===== src/rtl/dqpb_pkg.sv =====
package dqpb_pkg;

	localparam int CNT_W = 6;
	localparam int CFG_IDX_W = 2;
	localparam int CFG_DATA_W = 16;

	localparam logic [7:0] DOT_CHAR = 8'h2E;

	localparam logic [5:0] HDR_LAST = 6'd11;
	localparam logic [5:0] TRM_LAST = 6'd4;

	localparam logic [CFG_IDX_W-1:0] REG_TRANSACTION_ID = 2'd0;
	localparam logic [CFG_IDX_W-1:0] REG_HEADER_FLAGS   = 2'd1;
	localparam logic [CFG_IDX_W-1:0] REG_QUERY_TYPE     = 2'd2;
	localparam logic [CFG_IDX_W-1:0] REG_QUERY_CLASS    = 2'd3;

	localparam logic [15:0] RST_TRANSACTION_ID = 16'h8008;
	localparam logic [15:0] RST_HEADER_FLAGS   = 16'h0180;
	localparam logic [15:0] RST_QUERY_TYPE     = 16'h0001;
	localparam logic [15:0] RST_QUERY_CLASS    = 16'h0001;

	// one classified character, handed from front to back
	typedef struct packed {
		logic [7:0]       ch;
		logic [CNT_W-1:0] idx;
		logic             store;
		logic             hdr;
		logic             flush;
		logic             fin;
		logic             ovf;
		logic [CNT_W-1:0] fcnt;
	} cmd_t;

endpackage


===== src/rtl/dqpb_front.sv =====
module dqpb_front
	import dqpb_pkg::*;
#(
	parameter int MAX_LABEL = 63
) (
	input  logic       clk,
	input  logic       arst_n,
	input  logic       in_valid,
	output logic       in_ready,
	input  logic [7:0] name_char,
	input  logic       name_end,
	input  logic       q_full,
	output logic       q_push,
	output cmd_t       q_cmd
);

	logic [CNT_W-1:0] count_q;
	logic             header_sent_q;
	logic             overflow_seen_q;

	logic [CNT_W-1:0] count_d;
	logic             overflow_d;
	logic             room;
	logic [CNT_W-1:0] count_after;
	logic             ovf_after;

	assign in_ready = !q_full;
	assign q_push   = in_valid && !q_full;

	always_comb begin
		room        = count_q < CNT_W'(MAX_LABEL);
		count_after = room ? count_q + CNT_W'(1) : count_q;
		ovf_after   = overflow_seen_q || !room;

		q_cmd.ch    = name_char;
		q_cmd.idx   = count_q;
		q_cmd.hdr   = !header_sent_q;
		q_cmd.fin   = name_end;
		q_cmd.store = 1'b0;
		q_cmd.flush = 1'b0;
		q_cmd.ovf   = 1'b0;
		q_cmd.fcnt  = count_q;
		count_d     = count_q;
		overflow_d  = overflow_seen_q;

		if (name_char == DOT_CHAR) begin
			// trailing dot with nothing buffered adds no empty label
			q_cmd.flush = !name_end || (count_q != '0);
			q_cmd.ovf   = overflow_seen_q;
			if (q_cmd.flush) begin
				count_d = '0;
			end
			overflow_d = 1'b0;
		end else begin
			q_cmd.store = room;
			count_d     = count_after;
			overflow_d  = ovf_after;
			if (name_end) begin
				q_cmd.flush = 1'b1;
				q_cmd.ovf   = ovf_after;
				q_cmd.fcnt  = count_after;
			end
		end

		if (name_end) begin
			count_d    = '0;
			overflow_d = 1'b0;
		end
	end

	always_ff @(posedge clk or negedge arst_n) begin
		if (!arst_n) begin
			count_q         <= '0;
			header_sent_q   <= 1'b0;
			overflow_seen_q <= 1'b0;
		end else if (q_push) begin
			count_q         <= count_d;
			header_sent_q   <= !name_end;
			overflow_seen_q <= overflow_d;
		end
	end

endmodule


===== src/rtl/dqpb_queue.sv =====
module dqpb_queue
	import dqpb_pkg::*;
#(
	parameter int DEPTH = 4
) (
	input  logic clk,
	input  logic arst_n,
	input  logic push,
	input  cmd_t push_cmd,
	output logic full,
	input  logic pop,
	output cmd_t pop_cmd,
	output logic empty
);

	localparam int AW = (DEPTH > 1) ? $clog2(DEPTH) : 1;
	localparam int CW = $clog2(DEPTH + 1);

	cmd_t          slot_q [DEPTH];
	logic [AW-1:0] wr_ptr_q;
	logic [AW-1:0] rd_ptr_q;
	logic [CW-1:0] fill_q;

	assign full    = fill_q == CW'(DEPTH);
	assign empty   = fill_q == '0;
	assign pop_cmd = slot_q[rd_ptr_q];

	always_ff @(posedge clk) begin
		if (push) begin
			slot_q[wr_ptr_q] <= push_cmd;
		end
	end

	always_ff @(posedge clk or negedge arst_n) begin
		if (!arst_n) begin
			wr_ptr_q <= '0;
			rd_ptr_q <= '0;
			fill_q   <= '0;
		end else begin
			if (push) begin
				wr_ptr_q <= (wr_ptr_q == AW'(DEPTH - 1)) ? '0 : wr_ptr_q + AW'(1);
			end
			if (pop) begin
				rd_ptr_q <= (rd_ptr_q == AW'(DEPTH - 1)) ? '0 : rd_ptr_q + AW'(1);
			end
			if (push && !pop) begin
				fill_q <= fill_q + CW'(1);
			end else if (pop && !push) begin
				fill_q <= fill_q - CW'(1);
			end
		end
	end

endmodule


===== src/rtl/dqpb_back.sv =====
module dqpb_back
	import dqpb_pkg::*;
#(
	parameter int MAX_LABEL = 63
) (
	input  logic                  clk,
	input  logic                  arst_n,
	input  logic                  cfg_we,
	input  logic [CFG_IDX_W-1:0]  cfg_index,
	input  logic [CFG_DATA_W-1:0] cfg_wdata,
	input  logic                  q_empty,
	input  cmd_t                  q_cmd,
	output logic                  q_pop,
	output logic                  out_valid,
	input  logic                  out_ready,
	output logic [7:0]            byte_first,
	output logic [7:0]            byte_second,
	output logic                  pair_full,
	output logic                  run_last,
	output logic                  packet_last,
	output logic                  label_overflow
);

	localparam int IW = (MAX_LABEL > 1) ? $clog2(MAX_LABEL) : 1;

	typedef enum logic [2:0] {
		ST_IDLE,
		ST_HDR,
		ST_LEN,
		ST_LBL,
		ST_TRM
	} state_t;

	state_t           state_q;
	cmd_t             cur_q;
	logic [CNT_W-1:0] pos_q;
	logic [7:0]       hold_q;
	logic             have_q;
	logic             out_valid_q;
	logic [7:0]       byte_first_q;
	logic [7:0]       byte_second_q;
	logic             pair_full_q;
	logic             run_last_q;
	logic             packet_last_q;
	logic             label_overflow_q;

	logic [15:0] tid_q;
	logic [15:0] flags_q;
	logic [15:0] qtype_q;
	logic [15:0] qclass_q;

	logic [7:0] label_mem [MAX_LABEL];
	logic [7:0] rd_data_q;

	logic [7:0]       cur_byte;
	logic             is_last;
	logic             active;
	logic             emit;
	logic             out_free;
	logic             adv;
	logic             rd_en;
	logic [CNT_W-1:0] rd_addr;
	state_t           after_label;

	assign out_valid      = out_valid_q;
	assign byte_first     = byte_first_q;
	assign byte_second    = byte_second_q;
	assign pair_full      = pair_full_q;
	assign run_last       = run_last_q;
	assign packet_last    = packet_last_q;
	assign label_overflow = label_overflow_q;

	assign q_pop = (state_q == ST_IDLE) && !q_empty;

	// configuration registers
	always_ff @(posedge clk or negedge arst_n) begin
		if (!arst_n) begin
			tid_q    <= RST_TRANSACTION_ID;
			flags_q  <= RST_HEADER_FLAGS;
			qtype_q  <= RST_QUERY_TYPE;
			qclass_q <= RST_QUERY_CLASS;
		end else if (cfg_we) begin
			unique case (cfg_index)
				REG_TRANSACTION_ID: tid_q    <= cfg_wdata;
				REG_HEADER_FLAGS:   flags_q  <= cfg_wdata;
				REG_QUERY_TYPE:     qtype_q  <= cfg_wdata;
				REG_QUERY_CLASS:    qclass_q <= cfg_wdata;
				default: ;
			endcase
		end
	end

	// label buffer, written when a command is popped, read one byte ahead
	always_ff @(posedge clk) begin
		if (q_pop && q_cmd.store) begin
			label_mem[q_cmd.idx[IW-1:0]] <= q_cmd.ch;
		end
		if (rd_en) begin
			rd_data_q <= label_mem[rd_addr[IW-1:0]];
		end
	end

	always_comb begin
		after_label = cur_q.fin ? ST_TRM : ST_IDLE;
		cur_byte    = 8'h00;
		is_last     = 1'b0;
		unique case (state_q)
			ST_HDR: begin
				case (pos_q)
					6'd0:    cur_byte = tid_q[15:8];
					6'd1:    cur_byte = tid_q[7:0];
					6'd2:    cur_byte = flags_q[15:8];
					6'd3:    cur_byte = flags_q[7:0];
					6'd5:    cur_byte = 8'h01;
					default: cur_byte = 8'h00;
				endcase
				is_last = (pos_q == HDR_LAST) && !cur_q.flush && !cur_q.fin;
			end
			ST_LEN: begin
				cur_byte = 8'(cur_q.fcnt);
				is_last  = (cur_q.fcnt == '0) && !cur_q.fin;
			end
			ST_LBL: begin
				cur_byte = rd_data_q;
				is_last  = (pos_q == cur_q.fcnt - CNT_W'(1)) && !cur_q.fin;
			end
			ST_TRM: begin
				case (pos_q)
					6'd1:    cur_byte = qtype_q[15:8];
					6'd2:    cur_byte = qtype_q[7:0];
					6'd3:    cur_byte = qclass_q[15:8];
					6'd4:    cur_byte = qclass_q[7:0];
					default: cur_byte = 8'h00;
				endcase
				is_last = pos_q == TRM_LAST;
			end
			default: ;
		endcase

		active   = state_q != ST_IDLE;
		emit     = active && (have_q || is_last);
		out_free = !out_valid_q || out_ready;
		adv      = active && (!emit || out_free);

		rd_en   = 1'b0;
		rd_addr = '0;
		if (adv && (state_q == ST_LEN) && (cur_q.fcnt != '0)) begin
			rd_en = 1'b1;
		end
		if (adv && (state_q == ST_LBL) && (pos_q != cur_q.fcnt - CNT_W'(1))) begin
			rd_en   = 1'b1;
			rd_addr = pos_q + CNT_W'(1);
		end
	end

	always_ff @(posedge clk or negedge arst_n) begin
		if (!arst_n) begin
			state_q     <= ST_IDLE;
			pos_q       <= '0;
			have_q      <= 1'b0;
			out_valid_q <= 1'b0;
		end else begin
			if (adv && emit) begin
				out_valid_q <= 1'b1;
			end else if (out_ready) begin
				out_valid_q <= 1'b0;
			end

			if (adv) begin
				if (emit) begin
					have_q           <= 1'b0;
					pair_full_q      <= have_q;
					byte_first_q     <= have_q ? hold_q : cur_byte;
					byte_second_q    <= have_q ? cur_byte : 8'h00;
					run_last_q       <= is_last;
					packet_last_q    <= is_last && cur_q.fin;
					label_overflow_q <= cur_q.flush && cur_q.ovf;
				end else begin
					have_q <= 1'b1;
					hold_q <= cur_byte;
				end
			end

			unique case (state_q)
				ST_IDLE: begin
					if (q_pop) begin
						cur_q <= q_cmd;
						pos_q <= '0;
						if (q_cmd.hdr) begin
							state_q <= ST_HDR;
						end else if (q_cmd.flush) begin
							state_q <= ST_LEN;
						end else if (q_cmd.fin) begin
							state_q <= ST_TRM;
						end
					end
				end
				ST_HDR: begin
					if (adv) begin
						if (pos_q == HDR_LAST) begin
							pos_q <= '0;
							if (cur_q.flush) begin
								state_q <= ST_LEN;
							end else begin
								state_q <= after_label;
							end
						end else begin
							pos_q <= pos_q + CNT_W'(1);
						end
					end
				end
				ST_LEN: begin
					if (adv) begin
						pos_q   <= '0;
						state_q <= (cur_q.fcnt != '0) ? ST_LBL : after_label;
					end
				end
				ST_LBL: begin
					if (adv) begin
						if (pos_q == cur_q.fcnt - CNT_W'(1)) begin
							pos_q   <= '0;
							state_q <= after_label;
						end else begin
							pos_q <= pos_q + CNT_W'(1);
						end
					end
				end
				ST_TRM: begin
					if (adv) begin
						if (pos_q == TRM_LAST) begin
							pos_q   <= '0;
							state_q <= ST_IDLE;
						end else begin
							pos_q <= pos_q + CNT_W'(1);
						end
					end
				end
				default: state_q <= ST_IDLE;
			endcase
		end
	end

`ifndef SYNTHESIS
	a_pkt_last_ends_run: assert property (@(posedge clk) disable iff (!arst_n)
		out_valid_q && packet_last_q |-> run_last_q)
		else $error("packet end not on last beat of its run");

	a_label_in_range: assert property (@(posedge clk) disable iff (!arst_n)
		state_q == ST_LBL |-> pos_q < cur_q.fcnt)
		else $error("label read past buffered count");

	a_hdr_in_range: assert property (@(posedge clk) disable iff (!arst_n)
		state_q == ST_HDR |-> pos_q <= HDR_LAST)
		else $error("header position out of range");

	a_no_pop_busy: assert property (@(posedge clk) disable iff (!arst_n)
		q_pop |=> state_q != ST_IDLE || $past(!q_cmd.hdr && !q_cmd.flush && !q_cmd.fin))
		else $error("popped command with bytes left idle");
`endif

endmodule


===== src/rtl/dns_query_packet_builder_core.sv =====
// channel   dir  handshake         payload
// s_*       in   s_tvalid/tready   tdata = name_char, tlast = name_end
// m_*       out  m_tvalid/tready   tdata = byte_first, byte_second; tlast = packet_last;
//                                  tuser = pair_full, run_last, label_overflow
// cfg_*     in   cfg_we            cfg_index selects register, cfg_wdata value
//
// the front takes one character a cycle while the command queue has room
// the back pops a command only while idle, then steps through its packet bytes; a
// buffering character emits no bytes but the header, a flush its length and label
// output beats carry up to two bytes; a stalled m_tready holds the byte sequencer only
// reset clears control state and loads the register defaults; no clearing pass
module dns_query_packet_builder_core
	import dqpb_pkg::*;
#(
	parameter int MAX_LABEL   = 63,
	parameter int QUEUE_DEPTH = 4
) (
	input  logic                  clk,
	input  logic                  arst_n,
	input  logic                  s_tvalid,
	output logic                  s_tready,
	input  logic [7:0]            s_tdata,   // name_char
	input  logic                  s_tlast,
	output logic                  m_tvalid,
	input  logic                  m_tready,
	output logic [15:0]           m_tdata,   // byte_first, byte_second
	output logic                  m_tlast,
	output logic [2:0]            m_tuser,   // pair_full, run_last, label_overflow
	input  logic                  cfg_we,
	input  logic [CFG_IDX_W-1:0]  cfg_index,
	input  logic [CFG_DATA_W-1:0] cfg_wdata
);

	// classified characters between front and back
	cmd_t push_cmd;
	cmd_t pop_cmd;
	logic push;
	logic pop;
	logic full;
	logic empty;

	// back side result fields
	logic [7:0] byte_first;
	logic [7:0] byte_second;
	logic       pair_full;
	logic       run_last;
	logic       packet_last;
	logic       label_overflow;

	// front: tracks label count, header and overflow state per character
	dqpb_front #(
		.MAX_LABEL (MAX_LABEL)
	) u_front (
		.clk       (clk),
		.arst_n    (arst_n),
		.in_valid  (s_tvalid),
		.in_ready  (s_tready),
		.name_char (s_tdata),
		.name_end  (s_tlast),
		.q_full    (full),
		.q_push    (push),
		.q_cmd     (push_cmd)
	);

	// short command queue lets front and back stall independently
	dqpb_queue #(
		.DEPTH (QUEUE_DEPTH)
	) u_queue (
		.clk      (clk),
		.arst_n   (arst_n),
		.push     (push),
		.push_cmd (push_cmd),
		.full     (full),
		.pop      (pop),
		.pop_cmd  (pop_cmd),
		.empty    (empty)
	);

	// back: label buffer, byte sequencer and pair packer
	dqpb_back #(
		.MAX_LABEL (MAX_LABEL)
	) u_back (
		.clk            (clk),
		.arst_n         (arst_n),
		.cfg_we         (cfg_we),
		.cfg_index      (cfg_index),
		.cfg_wdata      (cfg_wdata),
		.q_empty        (empty),
		.q_cmd          (pop_cmd),
		.q_pop          (pop),
		.out_valid      (m_tvalid),
		.out_ready      (m_tready),
		.byte_first     (byte_first),
		.byte_second    (byte_second),
		.pair_full      (pair_full),
		.run_last       (run_last),
		.packet_last    (packet_last),
		.label_overflow (label_overflow)
	);

	assign m_tdata = {byte_second, byte_first};
	assign m_tlast = packet_last;
	assign m_tuser = {label_overflow, run_last, pair_full};

endmodule

===== config.mk =====
export PLATFORM = sky130hd
export DESIGN_NAME = dns_query_packet_builder_core
export DESIGN_NICKNAME = d
export VERILOG_FILES = /design/src/rtl/dqpb_pkg.sv /design/src/rtl/dqpb_front.sv /design/src/rtl/dqpb_queue.sv /design/src/rtl/dqpb_back.sv /design/src/rtl/dns_query_packet_builder_core.sv
export SDC_FILE = /design/constraint.sdc
export NUM_CORES = 1
export LEC_CHECK = 0
export BUFFER_PORTS_ARGS = -buffer_cell sky130_fd_sc_hd__buf_2
export CAP_MARGIN = 20
export CORE_UTILIZATION = 45
export DETAILED_ROUTE_END_ITERATION = 10
export GPL_TIMING_DRIVEN = 1
export PLACE_DENSITY = 0.58
export SLEW_MARGIN = 20
export SYNTH_ARGS = -nofsm -noshare
export SYNTH_HDL_FRONTEND = slang
export SYNTH_SLANG_ARGS = --single-unit

===== constraint.sdc =====
create_clock -name clk -period 9.6 [get_ports clk]
set_input_delay 0.48 -clock clk [delete_from_list [all_inputs] [get_ports clk]]
set_output_delay 0.48 -clock clk [all_outputs]
set_load 0.02 [all_outputs]

Word level (Yosys, flattened, before mapping)
Memories as Yosys holds them, arrays and structs flattened. A register that Yosys moved wholly into a read port is not among the register bits. Cells that the tools add are included.

Output and inout port bits: 22. Word-level logic and storage cells: 175. Flip-flop bits (word level): 127. Memories kept: 2. Bits in writable memories: 604. Input port bits: 32.

Multiplexer cells: 55. Reductions and logical operators: 55. $lt $le $gt $ge: 1. Add/subtract/negate cells: 7. Bitwise gates (word level): 1. Equal/unequal tests: 29.

Memories: u_back.label_mem (depth 63, width 8, rd ports 1, clocked after Yosys merged registers in 1, wr ports 1, RTL line dqpb_back.sv:52) `logic [7:0] label_mem [MAX_LABEL];`; u_queue.slot_q (depth 4, width 25, rd ports 1, clocked after Yosys merged registers in 0, wr ports 1, RTL line dqpb_queue.sv:19) `cmd_t slot_q [DEPTH];`.

Operators with widths (number): $mux W6 (14); $pmux W8 S4 (2); $mux W3 (16); $pmux W8 S5 (1); $pmux W6 S5 (1); $logic_and A1 B1 Y1 (18); $mux W1 (15); $pmux W3 S5 (1); $ne A2 B1 Y1 const B (7); $add A6 B1 Y6 const B (2); $eq A6 B2 Y1 const B (2); $eq A6 B3 Y1 const B (2); $logic_not A6 Y1 (2); $reduce_bool A6 Y1 (2); $logic_not A1 Y1 (11); $reduce_and A2 Y1 (5); $reduce_and A3 Y1 (3); $reduce_and A9 Y1 (1); $eq A2 B2 Y1 const B (4); $eq A8 B6 Y1 const B (1); $mux W8 (1); $mux W7 (1); $eq A3 B2 Y1 const B (2); $eq A3 B3 Y1 const B (2); other kinds (24) (32).

Logic depth before layout (Yosys ltp)
Gate-level depths: netlist of the first run.

Word-level depth: 13. Depth in mapped cells: 18. Mapped depth without buffers: 13.

Hierarchy
Synthesis of the first run repeated with hierarchy kept, for this count alone.

Cells, all modules: 2016. Area total of the unflattened synthesis: 30998.5 um^2.

Modules (own cells, without submodules): dqpb_back (cells each 1758, seq. area each 18370.1 um^2, times used 1, area an instance 26187.6 um^2); dqpb_queue (cells each 168, seq. area each 3178.0 um^2, times used 1, area an instance 4070.2 um^2); dqpb_front (cells each 87, seq. area each 200.2 um^2, times used 1, area an instance 718.2 um^2); dns_query_packet_builder_core (cells each 3, seq. area each 0.0 um^2, times used 1, area an instance 22.5 um^2).

Least setup slack after synthesis of the first run
No wires, ideal clock.

Path type: reg2reg. Start point: register u_back.cur_q[0] (netlist bit). End point: register u_back.byte_first_q[0], in the netlist u_back.byte_first[0], enable pin. Period minus slack after synthesis: 3834 ps. Path buffers: 0. Slack: 5766 ps. Required time: 9178 ps. Cell stages (with the launch flop): 10. Data arrival time: 3412 ps. Setup time: 422 ps. Cell sequence: edfxtp_1 -> inv_1 -> ha_1 -> xor2_1 -> nand2_1 -> or4_4 -> o31ai_1 -> a21o_1 -> nor2_1 -> nor3_1.

Cells in the longest elaborated chain, start to end: 10. Elaborated cells between the ends (all ways): 12. Those cells by class: 1 x add/sub; 1 x eq/ne; 1 x mux; 9 x reduce/logical.

Ends and longest elaborated chain: start: declaration (RTL line dqpb_back.sv:35) `cmd_t cur_q;`; start signal: assignment (RTL line dqpb_back.sv:187) `cur_q <= q_cmd;`; $sub A6 B1 Y6 (RTL line dqpb_back.sv:125) `is_last = (pos_q == cur_q.fcnt - CNT_W'(1)) && !cur_q.fin;`; $eq A6 B6 Y1 (RTL line dqpb_back.sv:125); $logic_and A1 B1 Y1 (RTL line dqpb_back.sv:125); $pmux W1 S4 (*) (RTL line dqpb_back.sv:107) `unique case (state_q)`; named net u_back.is_last (RTL line dqpb_back.sv:56) `logic is_last;`; $logic_or A1 B1 Y1 (*) (RTL line dqpb_back.sv:141) `emit = active && (have_q || is_last);`; $logic_and A1 B1 Y1 (*) (RTL line dqpb_back.sv:141); $logic_not A1 Y1 (RTL line dqpb_back.sv:143) `adv = active && (!emit || out_free);`; $logic_or A1 B1 Y1 (RTL line dqpb_back.sv:143); $logic_and A1 B1 Y1 (RTL line dqpb_back.sv:143); $reduce_and A3 Y1 (no source line) (*); end signal: assignment (RTL line dqpb_back.sv:173) `byte_first_q <= have_q ? hold_q : cur_byte;`; end: declaration (RTL line dqpb_back.sv:40) `logic [7:0] byte_first_q;`.

Mark *: on every way through the listed nets, which the timed path passes. The rest lies on a longest branch. A chain may end at the register's enable or synchronous reset.

Final worst setup path of the first run
Start point: register u_back.pos_q[0]. End point: register u_back.rd_data_q[3], read port of u_back.label_mem (data pin).

Cells in the longest elaborated chain, start to end: 13. Elaborated cells between the ends (all ways): 21. Those cells by class: 1 x add/sub; 4 x eq/ne; 4 x mux; 12 x reduce/logical.

Ends and longest elaborated chain: start: declaration (RTL line dqpb_back.sv:36) `logic [CNT_W-1:0] pos_q;`; start signal: assignment (RTL line dqpb_back.sv:208) `pos_q <= pos_q + CNT_W'(1);`; start signal: assignment (RTL line dqpb_back.sv:224) `pos_q <= pos_q + CNT_W'(1);`; start signal: assignment (RTL line dqpb_back.sv:234) `pos_q <= pos_q + CNT_W'(1);`; $eq A6 B4 Y1 (RTL line dqpb_back.sv:117) `is_last = (pos_q == HDR_LAST) && !cur_q.flush && !cur_q.fin;`; $logic_and A1 B1 Y1 (2 in a row) (RTL line dqpb_back.sv:117); $pmux W1 S4 (RTL line dqpb_back.sv:107); $logic_or A1 B1 Y1 (RTL line dqpb_back.sv:141); $logic_and A1 B1 Y1 (RTL line dqpb_back.sv:141); $logic_not A1 Y1 (RTL line dqpb_back.sv:143); $logic_or A1 B1 Y1 (RTL line dqpb_back.sv:143); $logic_and A1 B1 Y1 (RTL line dqpb_back.sv:143); $logic_and A1 B1 Y1 (2 in a row) (RTL line dqpb_back.sv:147) `if (adv && (state_q == ST_LEN) && (cur_q.fcnt != '0)) begin`; $mux W1 (RTL line dqpb_back.sv:147); $mux W1 (RTL line dqpb_back.sv:150) `if (adv && (state_q == ST_LBL) && (pos_q != cur_q.fcnt - CNT_W'(1))) begin`; end: declaration (RTL line dqpb_back.sv:53) `logic [7:0] rd_data_q;`.

Several ways; a longest one is shown, not always the timed one.

==> out/metrics.csv, run 1 <==
stage;metric;value;unit
outcome;run_status;completed;
clock_network;post_cts.repair.setup_buffers;0;
pwr;total_switching_power;2.93;mW
timing;final-max-slew-violation-count;0;
routing;drt_iter0_markers;1844;
cells_and_area;antennaDiodeCount;0;
clock_network;worstSkewPairLatency;0.62;ns
setup_path;worst-r2r-setup-slack;3.97;ns
pwr;share_seq_of_total_power;46.6;%
timing;relative_max_transition_margin;27.9;%
setup_path;critical_path.cell_chain;xor2_1 -> nand2_1 -> or4_4 -> o311a_4 -> o21a_1 -> nand2_4 -> buf_4 -> o221ai_1 -> a311oi_1 -> o21ai_1 -> and4_1 -> a311oi_1;
routing;detail-route-antenna-nets;0;
yosys;synthArstFlopShare;12.2;%
routing;drt_first_pass_iters;5;
setup_path;critical-path-top-delay-family;compound AO/OA/AOI/OAI gates;
floorplanning;ios;54;
timing;finalHoldViolCount;0;
setup_path;worst_setup_path_startpoint;u_back.pos_q[0]$_DFFE_PN0P_;
floorplanning;dieHeight;262;µm
timing;fmax;178;MHz
yosys;multiplexer_fraction_of_the_synthesized_cell_area;6.83;%
routing;drt-total-wl;80.2;mm
global_routing;maximum_number_of_pins_on_one_net_before_global_route_repair;70;
setup_path;worstReg2RegEnd;u_back.rd_data_q[3]$_DFFE_PP_;
yosys;seq_area_frac_synth;71.5;%
pwr;design_power_total;9.56;mW
yosys;synthesis.instances;2119;
yosys;synth_warnings;0;
timing;final_setup_violating_endpoints;0;
clock_network;tritoncts_num_sinks;739;
timing;timing.final.crit_share;58.7;%
pwr;power_frac_clock;31.1;%
setup_path;critical-path-slowest-cell;sky130_fd_sc_hd__dfrtp_4;
setup_path;worst-setup-path-type;register to register;
global_routing;grt_first_pass_wirelength;119;mm
routing;dr_total_vias;18600;
timing;timing.final.crit_period;5.63;ns
floorplanning;chipWidth;262;µm
yosys;synthesis.nets;2166;
routing;route.detailed.wl_per_inst;26.0;µm
routing;detail_route.drc_violations;0;
clock_network;path_clk_slew;0.06;ns
global_routing;grt-ovfl-total;0;
pwr;p_per_area;281;mW/mm²
clock_network;cts_tree;done;
yosys;synth_area;0.0304;mm²
setup_path;cp_data_arrival_time;6.07;ns
yosys;synth_fa_ha_area_share;0.642;%
yosys;synth-xor-area-share;0.601;%
setup_path;crit_required;10.03;ns
timing;final.setup.tns;0;ns
timing;clock_skew;0.0311;ns
yosys;synthSimpleGateAreaFrac;9.13;%
setup_path;end_kind;register;
global_routing;all_layer_gr_usage;23.6;%
yosys;yosys_register_bits;739;
placed_design;globalplace.congestion;0.872;
setup_path;reg2regPathDepth;12;
setup_path;critical_path_depth;12;
setup_path;critPathBufInv;1;
global_routing;grt_antenna_before_repair;0;
global_routing;vias_in_the_first_global_route;18200;
clock_network;cts_made_buffers;79;
setup_path;critical_path.endpoint;u_back.rd_data_q[3]$_DFFE_PP_;
clock_network;cts.htree.levels;3;
cells_and_area;share_of_final_layout_standard_cells_stronger_than_drive_strength_1;15.6;%
floorplanning;fp.dieArea;0.0686;mm²
pwr;comb_power_share;22.3;%
worst_hold_path;min_path_type;input port to register;
placed_design;placement.io_buffers;53;
clock_network;cts.root.buffer_cell;sky130_fd_sc_hd__clkbuf_16;
pwr;ir_drop;0.159;mV
routing;post_drt_via_cell_ratio;6.04;
yosys;compound_gate_portion_of_the_synthesized_area;8.93;%
run;maxCapViolCount;0;
cells_and_area;area_growth;11.8;%
floorplanning;core_area;0.0663;mm²
timing;setup_repair_after_global_routing_missed_its_margin;no;
placed_design;detailedPlacementHpwl;48.8;mm
yosys;yosysUniqueCellTypes;77;
yosys;top_ff_cell_synth;sky130_fd_sc_hd__edfxtp_1;
timing;worstMarginPinSlew;1.08;ns
yosys;dominant_combinational_cell_family_by_area_after_synthesis;simple AND/OR/NAND/NOR gates;
clock_network;clock_tree.buffer_depth;3;
yosys;avg_synthesized_cell_area;14.4;µm²
yosys;post_synth_edffs;649;
setup_path;timing.critical_path.slowest_cell_delay;0.86;ns
setup_path;timing.critical_path.mode_cell;sky130_fd_sc_hd__a311oi_1;
floorplanning;rows;94;
cells_and_area;final_net_count;2206;
setup_path;r2r-start;u_back.pos_q[0]$_DFFE_PN0P_;
pwr;internal-power;6.63;mW
pwr;switching_share;30.6;%
setup_path;critical_path.max_fanout;68;
setup_path;critical_path_source_type;register;
pwr;p_leak;11.5;nW
floorplanning;initial_utilization;45.8;%
-- cells in the final DEF (no fill, tap or decap), types with 12 or more instances in the layout --
cell                          n
sky130_fd_sc_hd__clkbuf_1    18
sky130_fd_sc_hd__xnor2_1     13
sky130_fd_sc_hd__a211oi_1    13
sky130_fd_sc_hd__o21ai_0     64
sky130_fd_sc_hd__buf_4       36
sky130_fd_sc_hd__or3_1       17
sky130_fd_sc_hd__mux2i_1     50
sky130_fd_sc_hd__and3_1      13
sky130_fd_sc_hd__clkinv_2    13
sky130_fd_sc_hd__dfrtp_1     82
sky130_fd_sc_hd__o221ai_1    31
sky130_fd_sc_hd__ha_1        14
sky130_fd_sc_hd__a21oi_1    108
sky130_fd_sc_hd__a31oi_1     41
sky130_fd_sc_hd__nand2_1    263
sky130_fd_sc_hd__edfxtp_1   649
sky130_fd_sc_hd__nand4_1     14
sky130_fd_sc_hd__nand2b_1    12
sky130_fd_sc_hd__a22oi_1     45
sky130_fd_sc_hd__nor2_1     115
sky130_fd_sc_hd__clkinv_1    14
sky130_fd_sc_hd__nor3_1      40
sky130_fd_sc_hd__nand3_1     75
sky130_fd_sc_hd__mux2_2      88
sky130_fd_sc_hd__inv_1       27
sky130_fd_sc_hd__clkbuf_16   81
sky130_fd_sc_hd__and2_1      14
sky130_fd_sc_hd__mux4_2      26
sky130_fd_sc_hd__buf_2       52
sky130_fd_sc_hd__o211ai_1    24
-- per-stage QoR --
step / setup slack (ns) / util (%) / std cells / area [µm²] / hold WS (ns)
after floorplan: 5.77 / - / 2119 / 30400 / 0.184
after global placement: 3.92 / 47.4 / 2941 / 31400 / 0.423
after detailed placement: 4.04 / 47.4 / 2941 / 31500 / 0.426
after CTS: 4.04 / 51.2 / 3084 / 34000 / 0.0682
after global routing: 3.74 / 51.2 / 3084 / 34000 / 0.0903
final: 3.97 / 51.2 / 3084 / 34000 / 0.0945
-- cell type report --
type | instances | area, µm²
tap | 864 | 1080
fill | 5575 | 32300
inverter | 27 | 101
clock buffer | 102 | 2130
sequential | 739 | 21800
clock inverter | 40 | 378
timing repair buffer | 89 | 541
multi-input combinational | 1223 | 8010
-- synthesized netlist by cell type (7+ instances only) --
master / n / area [µm²]
sky130_fd_sc_hd__and2_1: 14 / 87.6
sky130_fd_sc_hd__inv_1: 27 / 101
sky130_fd_sc_hd__nor2b_1: 10 / 62.6
sky130_fd_sc_hd__o22ai_1: 9 / 56.3
sky130_fd_sc_hd__nor2_1: 119 / 447
sky130_fd_sc_hd__nand2_1: 263 / 987
sky130_fd_sc_hd__edfxtp_1: 649 / 19500
sky130_fd_sc_hd__xnor2_1: 13 / 114
sky130_fd_sc_hd__and3_1: 13 / 81.3
sky130_fd_sc_hd__mux2i_1: 50 / 500
sky130_fd_sc_hd__mux4_2: 26 / 586
sky130_fd_sc_hd__nor4_1: 9 / 56.3
sky130_fd_sc_hd__nor3_1: 43 / 215
sky130_fd_sc_hd__a22oi_1: 45 / 338
sky130_fd_sc_hd__buf_2: 41 / 205
sky130_fd_sc_hd__dfrtp_1: 84 / 2100
sky130_fd_sc_hd__a31oi_1: 41 / 257
sky130_fd_sc_hd__buf_4: 7 / 52.6
sky130_fd_sc_hd__o21ai_0: 64 / 320
sky130_fd_sc_hd__o221ai_1: 31 / 272
sky130_fd_sc_hd__a221oi_1: 10 / 87.6
sky130_fd_sc_hd__nand2b_1: 12 / 75.1
sky130_fd_sc_hd__or3_1: 17 / 106
sky130_fd_sc_hd__mux2_2: 88 / 991
sky130_fd_sc_hd__o211ai_1: 24 / 180
sky130_fd_sc_hd__buf_1: 11 / 41.3
sky130_fd_sc_hd__o31ai_1: 10 / 75.1
sky130_fd_sc_hd__nand4_1: 14 / 87.6
sky130_fd_sc_hd__a21oi_1: 108 / 541
sky130_fd_sc_hd__clkbuf_1: 65 / 244
sky130_fd_sc_hd__nand3_1: 75 / 375
sky130_fd_sc_hd__ha_1: 14 / 175
sky130_fd_sc_hd__a211oi_1: 13 / 97.6
-- power by group through the flow --
stage	logic (mW)	registers (mW)	clock network, mW
final	2.13	4.46	2.97
after global routing	2.30	4.49	3.13
after CTS	2.14	4.46	3.02
after detailed placement	2.14	4.53	0
after global placement	2.10	4.51	0
after floorplan	1.33	4.45	0
-- cells by family after synthesis --
logic type	after synthesis
buffers and inverters	157
multiplexers	164
adder cells (fa/ha/maj)	15
XOR/XNOR	20
AO/OA/AOI/OAI	411
flip-flops	739
AND/OR/NAND/NOR	613
-- per-layer routing --
layer  GRT usage [%]  wire length, µm  up-vias
met2            37.7            38200      778
li1                -                -     8199
met1            32.9            33600     9506
met3            4.04             6080      152
met5               0                0        -
met4            8.14             2340        0
-- sequential cells by signal, summed over array words and instances, names as in the netlist, 2 cells and up --
signal / count
u_back.byte_first: 8
u_back.byte_second: 8
u_back.cur_q: 9
u_back.flags_q: 16
u_back.hold_q: 8
u_back.label_mem: 504
u_back.pos_q: 6
u_back.qclass_q: 16
u_back.qtype_q: 16
u_back.rd_data_q: 8
u_back.state_q: 3
u_back.tid_q: 16
u_front.count_q: 6
u_queue.fill_q: 3
u_queue.rd_ptr_q: 2
u_queue.slot_q: 100
u_queue.wr_ptr_q: 2
-- what timing repair did --
item / CTS / global route
endpoints found under the hold margin: 21 / 0
hold buffers: 1 / 0
resized for setup: 0 / 0
-- worst min path at each step --
stage	startpoint	endpoint	slack, ns	cells past startpoint
2_1_floorplan	arst_n	u_back.flags_q[0]$_DFFE_PN0P_	0.18	0
3_3_place_gp	arst_n	u_back.tid_q[6]$_DFFE_PN0P_	0.42	1
3_5_place_dp	arst_n	u_back.tid_q[6]$_DFFE_PN0P_	0.43	1
4_1_cts	s_tdata[1]	u_queue.slot_q[2][18]$_DFFE_PP_	0.07	1
5_1_grt	s_tdata[4]	u_queue.slot_q[2][21]$_DFFE_PP_	0.09	1
6_report	s_tdata[1]	u_queue.slot_q[1][18]$_DFFE_PP_	0.09	1
(Power assumes the default switching activity.)
==> run 2, diff against run 1 <==
--- a/config.mk
+++ b/config.mk
@@ -10,7 +10,7 @@
 export CORE_UTILIZATION = 45
 export DETAILED_ROUTE_END_ITERATION = 10
 export GPL_TIMING_DRIVEN = 1
-export PLACE_DENSITY = 0.58
+export PLACE_DENSITY = 0.61
 export SLEW_MARGIN = 20
 export SYNTH_ARGS = -nofsm -noshare
 export SYNTH_HDL_FRONTEND = slang
==> constraint.sdc (replaced) <==
create_clock -name clk -period 4.96 [get_ports clk]
set_input_delay 0.248 -clock clk [delete_from_list [all_inputs] [get_ports clk]]
set_output_delay 0.248 -clock clk [all_outputs]
set_load 0.02 [all_outputs]
==> out/metrics.csv, run 2 (synthesis gave the netlist of run 1 again) <==
stage;metric;value;unit
clock_network;cts_tree;done;
global_routing;grt-ovfl-total;0;
timing;setup_repair_after_global_routing_missed_its_margin;no;
setup_path;timing.critical_path.slowest_cell_delay;0.55;ns
clock_network;tritoncts_num_sinks;739;
cells_and_area;largest_register_ff_count;504;
global_routing;all_layer_gr_usage;24.6;%
setup_path;critical-path-slowest-cell;sky130_fd_sc_hd__nand2_4;
clock_network;cts.htree.levels;3;
global_routing;grt_first_pass_wirelength;123;mm
pwr;total_switching_power;5.87;mW
routing;drt-total-wl;83.2;mm
placed_design;detailedPlacementHpwl;53.2;mm
setup_path;critical_path_source_type;register;
timing;worstMarginPinSlew;1.17;ns
pwr;share_seq_of_total_power;46.3;%
routing;detail-route-antenna-nets;0;
outcome;run_status;completed;
setup_path;critical_path.cell_chain;inv_1 -> ha_1 -> xor2_1 -> nand2_1 -> or4_4 -> o311a_4 -> o21a_1 -> nand2_4 -> buf_12 -> buf_4 -> nand2_1 -> a22oi_1 -> a211oi_1 -> and4_1 -> a311oi_1;
setup_path;crit_required;5.41;ns
global_routing;use_met1;34.5;%
timing;timing.final.crit_share;93.9;%
floorplanning;fp.dieArea;0.0686;mm²
routing;drt_iter0_markers;2218;
routing;post_drt_via_cell_ratio;6.09;
floorplanning;rows;94;
cells_and_area;fin_area;0.0346;mm²
routing;route.detailed.wl_per_inst;26.4;µm
setup_path;cp_data_arrival_time;5.11;ns
routing;dr_total_vias;19200;
cells_and_area;share_of_final_layout_standard_cells_stronger_than_drive_strength_1;16.9;%
pwr;switching_share;31.5;%
clock_network;worstSkewPairLatency;0.64;ns
clock_network;cts_made_buffers;77;
timing;relative_max_transition_margin;21.2;%
setup_path;worst-setup-path-type;register to register;
clock_network;cts_resized;0;
pwr;p_leak;11.9;nW
floorplanning;dieHeight;262;µm
timing;timing.final.crit_period;4.66;ns
cells_and_area;num-fill-cells;5550;
pwr;p_per_area;538;mW/mm²
global_routing;grt_use_met3;5.31;%
floorplanning;chipWidth;262;µm
pwr;internal-power;12.8;mW
setup_path;timing.critical_path.mode_cell;sky130_fd_sc_hd__nand2_1;
global_routing;grt_antenna_before_repair;0;
cells_and_area;area_growth;13.8;%
global_routing;busiest_layer;met2;
global_routing;grt.met2_usage;37.3;%
timing;fmax;215;MHz
setup_path;reg2regPathDepth;15;
floorplanning;ios;54;
run;maxCapViolCount;0;
floorplanning;initial_utilization;45.8;%
pwr;comb_power_share;23.6;%
clock_network;clock_tree.buffer_depth;3;
timing;final-max-slew-violation-count;0;
floorplanning;core_area;0.0663;mm²
clock_network;path_clk_slew;0.06;ns
cells_and_area;final_cell_mix;sky130_fd_sc_hd__edfxtp_1, sky130_fd_sc_hd__nand2_1, sky130_fd_sc_hd__nor2_1;
placed_design;globalplace.congestion;0.960;
routing;detail_route.drc_violations;0;
routing;drt_first_pass_iters;6;
timing;clock_skew;0.0250;ns
timing;timing.hold.ws;0.139;ns
timing;final_setup_violating_endpoints;0;
pwr;power_frac_clock;30.2;%
cells_and_area;final_net_count;2277;
setup_path;critical_path.max_fanout;30;
cells_and_area;leading_cell_type_in_the_layout_fill_and_taps_excluded;sky130_fd_sc_hd__edfxtp_1;
global_routing;vias_in_the_first_global_route;18600;
worst_hold_path;min_path_type;input port to async pin;
timing;final.setup.tns;0;ns
global_routing;maximum_number_of_pins_on_one_net_before_global_route_repair;86;
timing;finalHoldViolCount;0;
cells_and_area;antennaDiodeCount;0;
placed_design;placement.io_buffers;53;
placed_design;detailed_place.area;0.0319;mm²
pwr;ir_drop;0.373;mV
setup_path;end_kind;register;
clock_network;cts.root.buffer_cell;sky130_fd_sc_hd__clkbuf_16;
==> run 2: worst paths after layout <==
kind / to / start / slack [ns]
min in group clk: u_front.header_sent_q$_DFFE_PN0P_ / s_tvalid / 0.15
setup / recovery: u_back.rd_data_q[3]$_DFFE_PP_ / u_back.cur_q[0]$_DFFE_PP_ / 0.30
hold / removal: u_back.state_q[2]$_DFFE_PN0P_ / arst_n / 0.14
setup reg to reg: u_back.rd_data_q[3]$_DFFE_PP_ / u_back.cur_q[0]$_DFFE_PP_ / 0.30
max in group asynchronous: u_back.qtype_q[8]$_DFFE_PN0P_ / arst_n / 3.65
hold reg to reg: u_front.header_sent_q$_DFFE_PN0P_ / u_front.header_sent_q$_DFFE_PN0P_ / 0.50
==> run 2: critical path, delay by kind of cell, from the launching register on <==
family	cells	cell delay [ns]
adder cells (fa/ha/maj)	1	0.26
flip-flops	1	0.42
XOR/XNOR	1	0.15
AND/OR/NAND/NOR	5	1.47
buffers and inverters	3	0.58
AO/OA/AOI/OAI	5	1.59
==> run 2: layout make-up <==
class	count	area, µm²	share of cell area [%]
well taps	864	1080	3.12
clock buffers	103	2080	6.00
flip-flops and latches	739	21800	62.8
multi-input cells	1223	7980	23.1
inverters	27	101	0.293
repair buffers	162	1240	3.59
clock inverters	38	377	1.09
==> run 2: stage by stage <==
stage               instances  total power [mW]  setup slack [ns]  utilization [%]
finish                   3156              18.6             0.301             52.2
detailed placement       2988              13.1             0.454             48.1
global route             3156              19.3             0.196             52.2
CTS                      3156              18.7             0.414             52.2
floorplan                2119              11.2              1.13                -
global placement         2988              13.0             0.456             48.1
==> run 2: power by group through the flow <==
stage	clock network (mW)	registers, mW	logic [mW]
after CTS	5.72	8.62	4.36
final	5.62	8.62	4.39
after floorplan	0	8.62	2.57
after global placement	0	8.72	4.25
after global routing	5.93	8.68	4.66
after detailed placement	0	8.75	4.34
==> run 2: routing by layer <==
metal | wire, µm | part of all wire (%)
met4 | 3230 | 3.9
met2 | 38200 | 46
met1 | 33900 | 41
met5 | 0 | 0
met3 | 7830 | 9.4
==> run 2: what timing repair did <==
item	CTS	global route
hold endpoints to repair	129	0
hold buffers	27	0
setup buffers	0	0
